`src/design/xorshift_range_generator_top_assert.svh`:
```
// assertion macros for the xorshift range generator
`ifndef XORSHIFT_RANGE_GENERATOR_TOP_ASSERT_SVH
`define XORSHIFT_RANGE_GENERATOR_TOP_ASSERT_SVH

// condition holds in the same cycle
`define XRG_ASSERT_IMPLY(label, clk, rstn, ante, cons, msg) \
    label: assert property (@(posedge clk) disable iff (!(rstn)) (ante) |-> (cons)) \
        else $error(msg);

// condition holds in the following cycle
`define XRG_ASSERT_NEXT(label, clk, rstn, ante, cons, msg) \
    label: assert property (@(posedge clk) disable iff (!(rstn)) (ante) |=> (cons)) \
        else $error(msg);

`endif

```
`src/design/xrg_pkg.sv`:
```
`timescale 1ns / 1ps

package xrg_pkg;

    localparam int unsigned WORD_W     = 32;
    localparam int unsigned APB_ADDR_W = 3;
    localparam int unsigned REG_IDX_W  = APB_ADDR_W - 2;
    localparam int unsigned STEP_W     = 5;

    localparam logic [REG_IDX_W-1:0] REG_SEED = '0;

    localparam logic [WORD_W-1:0] SEED_ZERO_SUBST = 32'd1022659036;

    typedef logic [3:0][WORD_W-1:0] words_t;

    localparam words_t DEFAULT_WORDS = {
        32'd1082589634, 32'd1881763598, 32'd1396960035, 32'd815279472
    };

    typedef enum logic [1:0] {
        ST_IDLE,
        ST_DIV,
        ST_DONE
    } state_t;

    typedef struct packed {
        logic start;
    } div_ctrl_t;

    typedef struct packed {
        logic busy;
        logic done;
    } div_stat_t;

    function automatic words_t seed_words(input logic [WORD_W-1:0] s);
        logic [WORD_W-1:0] e;
        words_t w;
        e    = (s == '0) ? SEED_ZERO_SUBST : s;
        w[0] = e ^ (e << 11);
        w[1] = (e >> 9) ^ (w[0] >> 7);
        w[2] = (e << 3) ^ (w[1] >> 5);
        w[3] = (e >> 17) ^ (w[2] << 13);
        return w;
    endfunction

    function automatic logic [WORD_W-1:0] next_word(input words_t w);
        logic [WORD_W-1:0] t;
        t = w[0] ^ (w[0] << 11);
        return (w[3] ^ (w[3] >> 13)) ^ (t ^ (t << 19));
    endfunction

endpackage

```
`src/design/xrg_divider.sv`:
```
`timescale 1ns / 1ps

module xrg_divider
    import xrg_pkg::*;
(
    input  logic              aclk,
    input  logic              aresetn,
    input  div_ctrl_t         ctrl,
    input  logic [WORD_W-1:0] dividend,
    input  logic [WORD_W-1:0] divisor,
    output div_stat_t         stat,
    output logic [WORD_W-1:0] remainder
);

    logic              busy_reg, busy_next;
    logic              done_reg, done_next;
    logic [STEP_W-1:0] count_reg, count_next;
    logic [WORD_W-1:0] rem_reg, rem_next;
    logic [WORD_W-1:0] dvd_reg, dvd_next;
    logic [WORD_W-1:0] dsr_reg, dsr_next;
    logic [WORD_W:0]   trial;
    logic [WORD_W:0]   diff;

    // one remainder bit per cycle, restoring
    assign trial = {rem_reg, dvd_reg[WORD_W-1]};
    assign diff  = trial - {1'b0, dsr_reg};

    always_comb begin
        busy_next  = busy_reg;
        done_next  = 1'b0;
        count_next = count_reg;
        rem_next   = rem_reg;
        dvd_next   = dvd_reg;
        dsr_next   = dsr_reg;
        if (ctrl.start) begin
            busy_next  = 1'b1;
            count_next = '0;
            rem_next   = '0;
            dvd_next   = dividend;
            dsr_next   = divisor;
        end else if (busy_reg) begin
            rem_next   = (trial >= {1'b0, dsr_reg}) ? diff[WORD_W-1:0] : trial[WORD_W-1:0];
            dvd_next   = dvd_reg << 1;
            count_next = count_reg + 1'b1;
            if (count_reg == '1) begin
                busy_next = 1'b0;
                done_next = 1'b1;
            end
        end
    end

    always_ff @(posedge aclk) begin
        if (!aresetn) begin
            busy_reg <= 1'b0;
            done_reg <= 1'b0;
        end else begin
            busy_reg <= busy_next;
            done_reg <= done_next;
        end
        count_reg <= count_next;
        rem_reg   <= rem_next;
        dvd_reg   <= dvd_next;
        dsr_reg   <= dsr_next;
    end

    assign stat.busy = busy_reg;
    assign stat.done = done_reg;
    assign remainder = rem_reg;

endmodule

```
`src/design/xorshift_range_generator_top.sv`:
```
`timescale 1ns / 1ps
// each accepted item runs through ST_DIV, where the 32-step divider works, and then ST_DONE
// ST_DONE loads the output register once it is free, so a stalled result side holds the block
// the block takes no new item until its result sits in the output register
// reset: synchronous active-low, state words load the default words, seed reads zero
`include "xorshift_range_generator_top_assert.svh"

module xorshift_range_generator_top
    import xrg_pkg::*;
(
    input  logic                    aclk,
    input  logic                    aresetn,
    input  logic                    psel,
    input  logic                    penable,
    input  logic                    pwrite,
    input  logic [APB_ADDR_W-1:0]   paddr,
    input  logic [WORD_W-1:0]       pwdata,
    output logic [WORD_W-1:0]       prdata,
    output logic                    pready,
    input  logic                    s_valid,
    output logic                    s_ready,
    input  logic signed [WORD_W-1:0] s_range_min,
    input  logic signed [WORD_W-1:0] s_range_max,
    output logic                    m_valid,
    input  logic                    m_ready,
    output logic [WORD_W-1:0]       m_raw_value,
    output logic signed [WORD_W-1:0] m_ranged_value,
    output logic                    m_span_was_zero
);

    state_t            state_reg, state_next;
    words_t            words_reg;
    logic [WORD_W-1:0] seed_reg;
    logic [WORD_W-1:0] raw_reg;
    logic [WORD_W-1:0] min_reg;
    logic              zero_reg;
    logic              m_valid_reg;
    logic [WORD_W-1:0] m_raw_reg;
    logic [WORD_W-1:0] m_ranged_reg;
    logic              m_zero_reg;

    logic              accept;
    logic              cfg_wr;
    logic              load_out;
    logic [WORD_W-1:0] raw_new;
    logic [WORD_W-1:0] span;
    logic [WORD_W-1:0] rem;
    div_ctrl_t         div_ctrl;
    div_stat_t         div_stat;

    assign pready  = 1'b1;
    assign cfg_wr  = psel && penable && pwrite && pready
                     && (paddr[APB_ADDR_W-1:2] == REG_SEED);
    assign prdata  = (paddr[APB_ADDR_W-1:2] == REG_SEED) ? seed_reg : '0;

    assign accept  = s_valid && s_ready;
    assign raw_new = next_word(words_reg);
    assign span    = WORD_W'($unsigned(s_range_max)) - WORD_W'($unsigned(s_range_min))
                     + WORD_W'(1);

    xrg_divider u_div (
        .aclk      (aclk),
        .aresetn   (aresetn),
        .ctrl      (div_ctrl),
        .dividend  (raw_new),
        .divisor   (span),
        .stat      (div_stat),
        .remainder (rem)
    );

    always_comb begin
        state_next = state_reg;
        unique case (state_reg)
            ST_IDLE: begin
                if (s_valid) begin
                    state_next = ST_DIV;
                end
            end
            ST_DIV: begin
                if (div_stat.done) begin
                    state_next = ST_DONE;
                end
            end
            ST_DONE: begin
                if (!m_valid_reg || m_ready) begin
                    state_next = ST_IDLE;
                end
            end
            default: state_next = ST_IDLE;
        endcase
    end

    always_comb begin
        s_ready        = 1'b0;
        div_ctrl.start = 1'b0;
        load_out       = 1'b0;
        unique case (state_reg)
            ST_IDLE: begin
                s_ready        = 1'b1;
                div_ctrl.start = s_valid;
            end
            ST_DIV: begin
            end
            ST_DONE: begin
                load_out = !m_valid_reg || m_ready;
            end
            default: begin
            end
        endcase
    end

    always_ff @(posedge aclk) begin
        if (!aresetn) begin
            state_reg   <= ST_IDLE;
            words_reg   <= DEFAULT_WORDS;
            seed_reg    <= '0;
            m_valid_reg <= 1'b0;
        end else begin
            state_reg <= state_next;
            if (cfg_wr) begin
                seed_reg  <= pwdata;
                words_reg <= seed_words(pwdata);
            end else if (accept) begin
                words_reg <= {raw_new, words_reg[3], words_reg[2], words_reg[1]};
            end
            if (load_out) begin
                m_valid_reg <= 1'b1;
            end else if (m_ready) begin
                m_valid_reg <= 1'b0;
            end
        end
        if (accept) begin
            raw_reg  <= raw_new;
            min_reg  <= s_range_min;
            zero_reg <= (span == '0);
        end
        if (load_out) begin
            m_raw_reg    <= raw_reg;
            m_ranged_reg <= rem + min_reg;
            m_zero_reg   <= zero_reg;
        end
    end

    assign m_valid         = m_valid_reg;
    assign m_raw_value     = m_raw_reg;
    assign m_ranged_value  = m_ranged_reg;
    assign m_span_was_zero = m_zero_reg;

    `XRG_ASSERT_IMPLY(a_ready_div_idle, aclk, aresetn, s_ready, !div_stat.busy,
        "item taken while divider busy")
    `XRG_ASSERT_NEXT(a_accept_starts_div, aclk, aresetn, accept,
        (state_reg == ST_DIV) && div_stat.busy, "accepted item did not start divider")
    `XRG_ASSERT_IMPLY(a_done_in_div, aclk, aresetn, div_stat.done, state_reg == ST_DIV,
        "divider finished outside divide state")
    `XRG_ASSERT_NEXT(a_hold_on_stall, aclk, aresetn,
        (state_reg == ST_DONE) && m_valid_reg && !m_ready, state_reg == ST_DONE,
        "result dropped while output stalled")

endmodule

```
`config.mk`:
```
export PLATFORM = sky130hd
export DESIGN_NAME = xorshift_range_generator_top
export DESIGN_NICKNAME = d
export VERILOG_FILES = /design/src/design/xrg_pkg.sv /design/src/design/xrg_divider.sv /design/src/design/xorshift_range_generator_top.sv
export VERILOG_INCLUDE_DIRS = /design/src /design/src/design
export SDC_FILE = /design/constraint.sdc
export NUM_CORES = 1
export LEC_CHECK = 0
export BUFFER_PORTS_ARGS = -buffer_cell sky130_fd_sc_hd__buf_4
export CORE_MARGIN = 10
export CORE_UTILIZATION = 59
export DETAILED_ROUTE_END_ITERATION = 12
export MAX_ROUTING_LAYER = met4
export PLACE_DENSITY = 0.77
export SLEW_MARGIN = 20
export SYNTH_ARGS = -nofsm -noshare
export SYNTH_HDL_FRONTEND = slang
export SYNTH_SLANG_ARGS = --single-unit
```
`constraint.sdc`:
```
create_clock -name aclk -period 7 [get_ports aclk]
set_input_delay 0.7 -clock aclk [delete_from_list [all_inputs] [get_ports aclk]]
set_output_delay 0.7 -clock aclk [all_outputs]
set_load 0.02 [all_outputs]
```
== Yosys cells after proc, flatten, opt, wreduce, memory -nomap -nowiden ==
Cells that the tools add are included.
Cells by class
  add/sub/neg operators: 5
  magnitude comparators: 1
  equality and inequality tests: 6
  multiplexer cells: 20
  bitwise gates (word level): 11
  reductions and logical operators: 14
Operators with widths (number)
  $mux 128: 2
  $mux 32: 5
  $xor 32x32->32: 4
  $logic_not 32->1: 2
  $sub 32x32->32: 2
  $ge 33x32->1: 1
  $add 32x1->32 const B: 1
  $add 32x32->32: 1
  $xor 15x32->32: 1
  $xor 32x19->32: 1
  $xor 32x20->32: 1
  $xor 23x25->25: 1
  $mux 1: 9
  $mux 2: 3
  $pmux 2 s3: 1
  $reduce_bool 2->1: 3
  $add 5x1->5 const B: 1
  $eq 5x5->1 const B: 1
  $logic_and 1x1->1: 4
  $ne 2x2->1 const B: 2
  $not 1->1: 3
  $reduce_and 3->1: 1
  $reduce_or 3->1: 1
  $eq 2x1->1 const B: 1
  5 further kinds: 5
Storage, ports and cells
  bits in registers: 396
  bits of input ports: 106
  output and inout bits: 100
  logic and storage cells: 76

== Depth between registers and ports, before layout ==
  depth in word-level cells: 7
  mapped depth: 15
  mapped depth without buffers: 15

== Modules after synthesis ==
Synthesis repeated with hierarchy kept, for this count alone.
Unflattened totals
  cells, all modules: 2333
  area, all modules: 21818.4 um^2
By module, submodules not included
  xorshift_range_generator_top: instances 1, cells an instance 1779, area an instance 16161.8 um^2, sequential area each 7166.9 um^2
  xrg_divider: instances 1, cells an instance 554, area an instance 5656.7 um^2, sequential area each 2702.6 um^2

== Worst setup path after synthesis ==
OpenSTA, ideal clock, no wires.
  path type: register -> register
  start point: register state_reg[1]
  end point: register min_reg[0], enable pin
  setup time: 0.499 ns
  data arrival time: 4.451 ns
  required time: 6.501 ns
  setup slack: 2.051 ns
  cell stages (with the launch flop): 7
  buffers on the path: 3
  period minus slack after synthesis: 4.949 ns
  cell sequence: dfxtp_1 -> nor2_1 -> nand2_1 -> inv_1 -> clkbuf_1 -> buf_1 -> buf_1
On the way
  cells in the longest elaborated chain, start to end: 3
Ends and longest elaborated chain
  start, declared: line xorshift_range_generator_top.sv:31  | state_t state_reg, state_next;
  start signal, assigned: line xorshift_range_generator_top.sv:119  | state_reg <= state_next;
  $logic_not 2->1: line xorshift_range_generator_top.sv:97  | unique case (state_reg)
  $mux 1: line xorshift_range_generator_top.sv:97
  net s_ready: line xorshift_range_generator_top.sv:21  | output logic s_ready,
  $logic_and 1x1->1: line xorshift_range_generator_top.sv:56  | assign accept = s_valid && s_ready;
  net accept: line xorshift_range_generator_top.sv:42  | logic accept;
  end signal, assigned: line xorshift_range_generator_top.sv:134  | min_reg <= s_range_min;
  end, declared: line xorshift_range_generator_top.sv:35  | logic [WORD_W-1:0] min_reg;
The timed path passes the listed nets, and every way through them passes these cells.
A chain may end at the register's enable or synchronous reset.

== Final worst setup path ==
  start point: input port s_range_min[1]
  end point: register zero_reg (data pin)
On the way
  cells in the longest elaborated chain, start to end: 3
Ends and longest elaborated chain
  start, declared: line xorshift_range_generator_top.sv:22  | input logic signed [WORD_W-1:0] s_range_min,
  $sub 32x32->32: line xorshift_range_generator_top.sv:58  | assign span = WORD_W'($unsigned(s_range_max)) - WORD_W'($unsigned(s_range_min))
  $add 32x1->32: line xorshift_range_generator_top.sv:59  | + WORD_W'(1);
  net span[5]: line xorshift_range_generator_top.sv:46  | logic [WORD_W-1:0] span;
  $logic_not 32->1: line xorshift_range_generator_top.sv:135  | zero_reg <= (span == '0);
  end signal, assigned: line xorshift_range_generator_top.sv:135
  end, declared: line xorshift_range_generator_top.sv:36  | logic zero_reg;
The timed path passes the listed nets, and every way through them passes these cells.

==> flow_summary.toml <==
[critical_path]
reg2regPathDepth = 13
cp.required_ps = 7370
cp-end-kind = "flip-flop"
max_stage_delay_ps = 530
startpoint_type = "primary input"
critical_path_arrival_ps = 4790
cp_slowest_cell = "or4b_1"
r2r-end = "u_div.remainder[3]$_SDFFE_PP0P_"
crit_chain = "buf_4 > ha_1 > inv_1 > ha_1 > fa_1 > a21o_2 > a211oi_1 > a21oi_1 > or3_2 > nor4_1 > or4b_1 > nor4_2 > nand4b_1 > or4b_1 > nor4_2"
reg2reg_from = "u_div.dsr_reg[1]$_DFFE_PP_"
crit_type = "primary input to flip-flop"
r2r_slack_ps = 2880
path_max_fanout = 3

[timing]
relSlewSlack_pct = 24.1
rsz0062_at_grt = "false"
timing.hold.ws_ps = 323
setup-violations-final = 0
worst_pin_slew_ps = 1140
drv_slew = 0
skew_ps = 28.2
hold_viol_final = 0
fmax_mhz = 226
timing.final.crit_share_pct = 63.1
min_period_ps = 4420
setup-tns-final_ps = 0

[die]
rows = 70
die_h_um = 212
die_w_um = 212
start_util_pct = 59.6
dieArea_mm2 = 0.0449
core_area_mm2 = 0.0364
ios = 206

[synth]
synth_flop_cell = "dfxtp_1"
ys_ff_latch = 396
synth_area_mm2 = 0.0217
async_reset_ff_share_pct = 0
yosysSeqAreaShare_pct = 45.5
synth_area_leaders = "edfxtp_1, dfxtp_1, ha_1"
synth_edf_count = 194
syn_inst = 2319
synth_top_area_share_pct = 26.8
yosysTopAreaCell = "edfxtp_1"
yosys_warnings = 0
synth_nets = 2554
avgSynthCellArea_um2 = 9.36
yosysUniqueCellTypes = 78

[outcome]
status = "completed"

[routing]
vias = 17858
firstDrtPassIters = 8
post_drt_wl_per_cell_um = 20.6
drt_wl_total_mm = 60.9
route.detailed.drc = 0
antenna_left = 0
first_iter_violations = 2018
via_per_inst = 6.04

[global_routing]
overflow = 0
grt_pass1_vias = 17063
antenna_found_initial = 0
grt_max_degree = 176
grt.total_usage_pct = 27.3
grt_pass1_wl_mm = 94.5

[finish]
regArea_mm2 = 0.00987
layout_commonest_cell = "nand2_1"
mostFrequentLayoutCells = "nand2_1, buf_4, dfxtp_1, edfxtp_1, nor2_1"
nNetsFinal = 2688
instances_no_fill = 2958
multi_input_area_mm2 = 0.0110
finish.instance_area_mm2 = 0.0250
drive_gt1_share_pct = 12.9
n_fill_cell = 2838
largest_register_ff_count = 128
area_delta_synth_final_pct = 14.9

[pwr]
power.leakage_nw = 10.7
ir_worst_vdd_uv = 191
total_power_mw = 7.05
p_per_area_mw_per_mm2 = 282

[placement]
hpwlAfterDp_mm = 43.0
dpl-instance-area_mm2 = 0.0234
io_buffers = 202
dp.cells = 2875
gp_congestion = 0.952

[clocking]
cts_buffer_depth = 3
h-tree-depth = 2
insertion_delay_ps = 580
post_cts_buffers = 0
ctsResizeCount = 0
path_clk_slew_ps = 60
cts_tree = "built"
clock-sinks = 396
holdBufCountCts = 0
cts_root_buffer = "clkbuf_16"
cts_buffers = 44

[min_path]
min_path_cells = 1
hold_path_end = "min_reg[23]$_DFFE_PP_"
min_path_type = "primary input to flip-flop"
hp-start = "s_range_min[23]"

[flow_run]
drv_cap = 0
kinds of logic after synthesis:
kind of cell	after synthesis	share of synthesized area (%)
adders and majority gates	129	7.54
buffers and inverters	216	3.88
and+or+nand+nor	781	16.1
DFF	396	45.5
xor gates and xnor gates	234	9.44
AOI/OAI and AO/OA	518	15.6
other	1	0.0173
muxes	44	2.03
critical path: cells and delay by family:
kind / cells / cell delay (ps)
AOI/OAI and AO/OA: 3 / 550
adders and majority gates: 3 / 930
buffers and inverters: 2 / 160
and+or+nand+nor: 7 / 2450
stage by stage:
step                util [%]  worst slack (ps)
global route            68.5              2320
CTS                     68.5              2610
detailed placement      64.4              2040
floorplan                  -              2050
finish                  68.5              2580
global placement        64.4              2050
power by group:
group	internal, mW	total [mW]	switching (mW)
Clock	1.43	2.37	0.944
Combinational	0.731	1.80	1.07
Sequential	2.72	2.87	0.155
Total	4.88	7.05	2.17
worst max path at each step:
| stage | from | endpoint | slack, ps | depth (start not counted) |
|---|---|---|---|---|
| finish | s_range_min[1] | zero_reg$_DFFE_PP_ | 2580 | 15 |
| global route | s_range_max[1] | zero_reg$_DFFE_PP_ | 2320 | 16 |
| CTS | s_range_min[1] | zero_reg$_DFFE_PP_ | 2610 | 15 |
| detailed placement | s_range_min[1] | zero_reg$_DFFE_PP_ | 2040 | 15 |
| global placement | s_range_min[1] | zero_reg$_DFFE_PP_ | 2050 | 15 |
| floorplan | state_reg[1]$_SDFFE_PN0P_ | min_reg[0]$_DFFE_PP_ | 2050 | 6 |
synth_stat cells (30+ instances only):
master and count:
mux2i_1 43, nor2b_1 45, a21o_1 34, nand2_1 364, dfxtp_1 202, inv_1 90
nand3_1 72, xnor2_1 131, and3_1 30, clkbuf_1 99, o21a_1 31, a21oi_1 136
edfxtp_1 194, o21ai_0 127, a21boi_0 41, nor2_1 166, xor2_1 103, ha_1 126
layout make-up:
type	instances	share of cell area (%)
Tap cell	468	2.35
Multi-Input combinational cell	1707	44.2
Antenna cell	1	0.0100
Clock buffer	74	5.73
Inverter	90	1.38
Timing Repair Buffer	214	6.49
Clock inverter	8	0.291
Sequential cell	396	39.6
per-layer routing:
| layer | routed length (µm) | global-route usage (%) | up-vias |
|---|---|---|---|
| met3 | 5400 | 5.09 | 150 |
| met1 | 25900 | 35.8 | 8560 |
| met5 | 0 | - | - |
| met4 | 1910 | 9.32 | 0 |
| li1 | - | - | 8379 |
| met2 | 27700 | 42.0 | 769 |
Note: power is estimated with default switching activity, not from simulation.
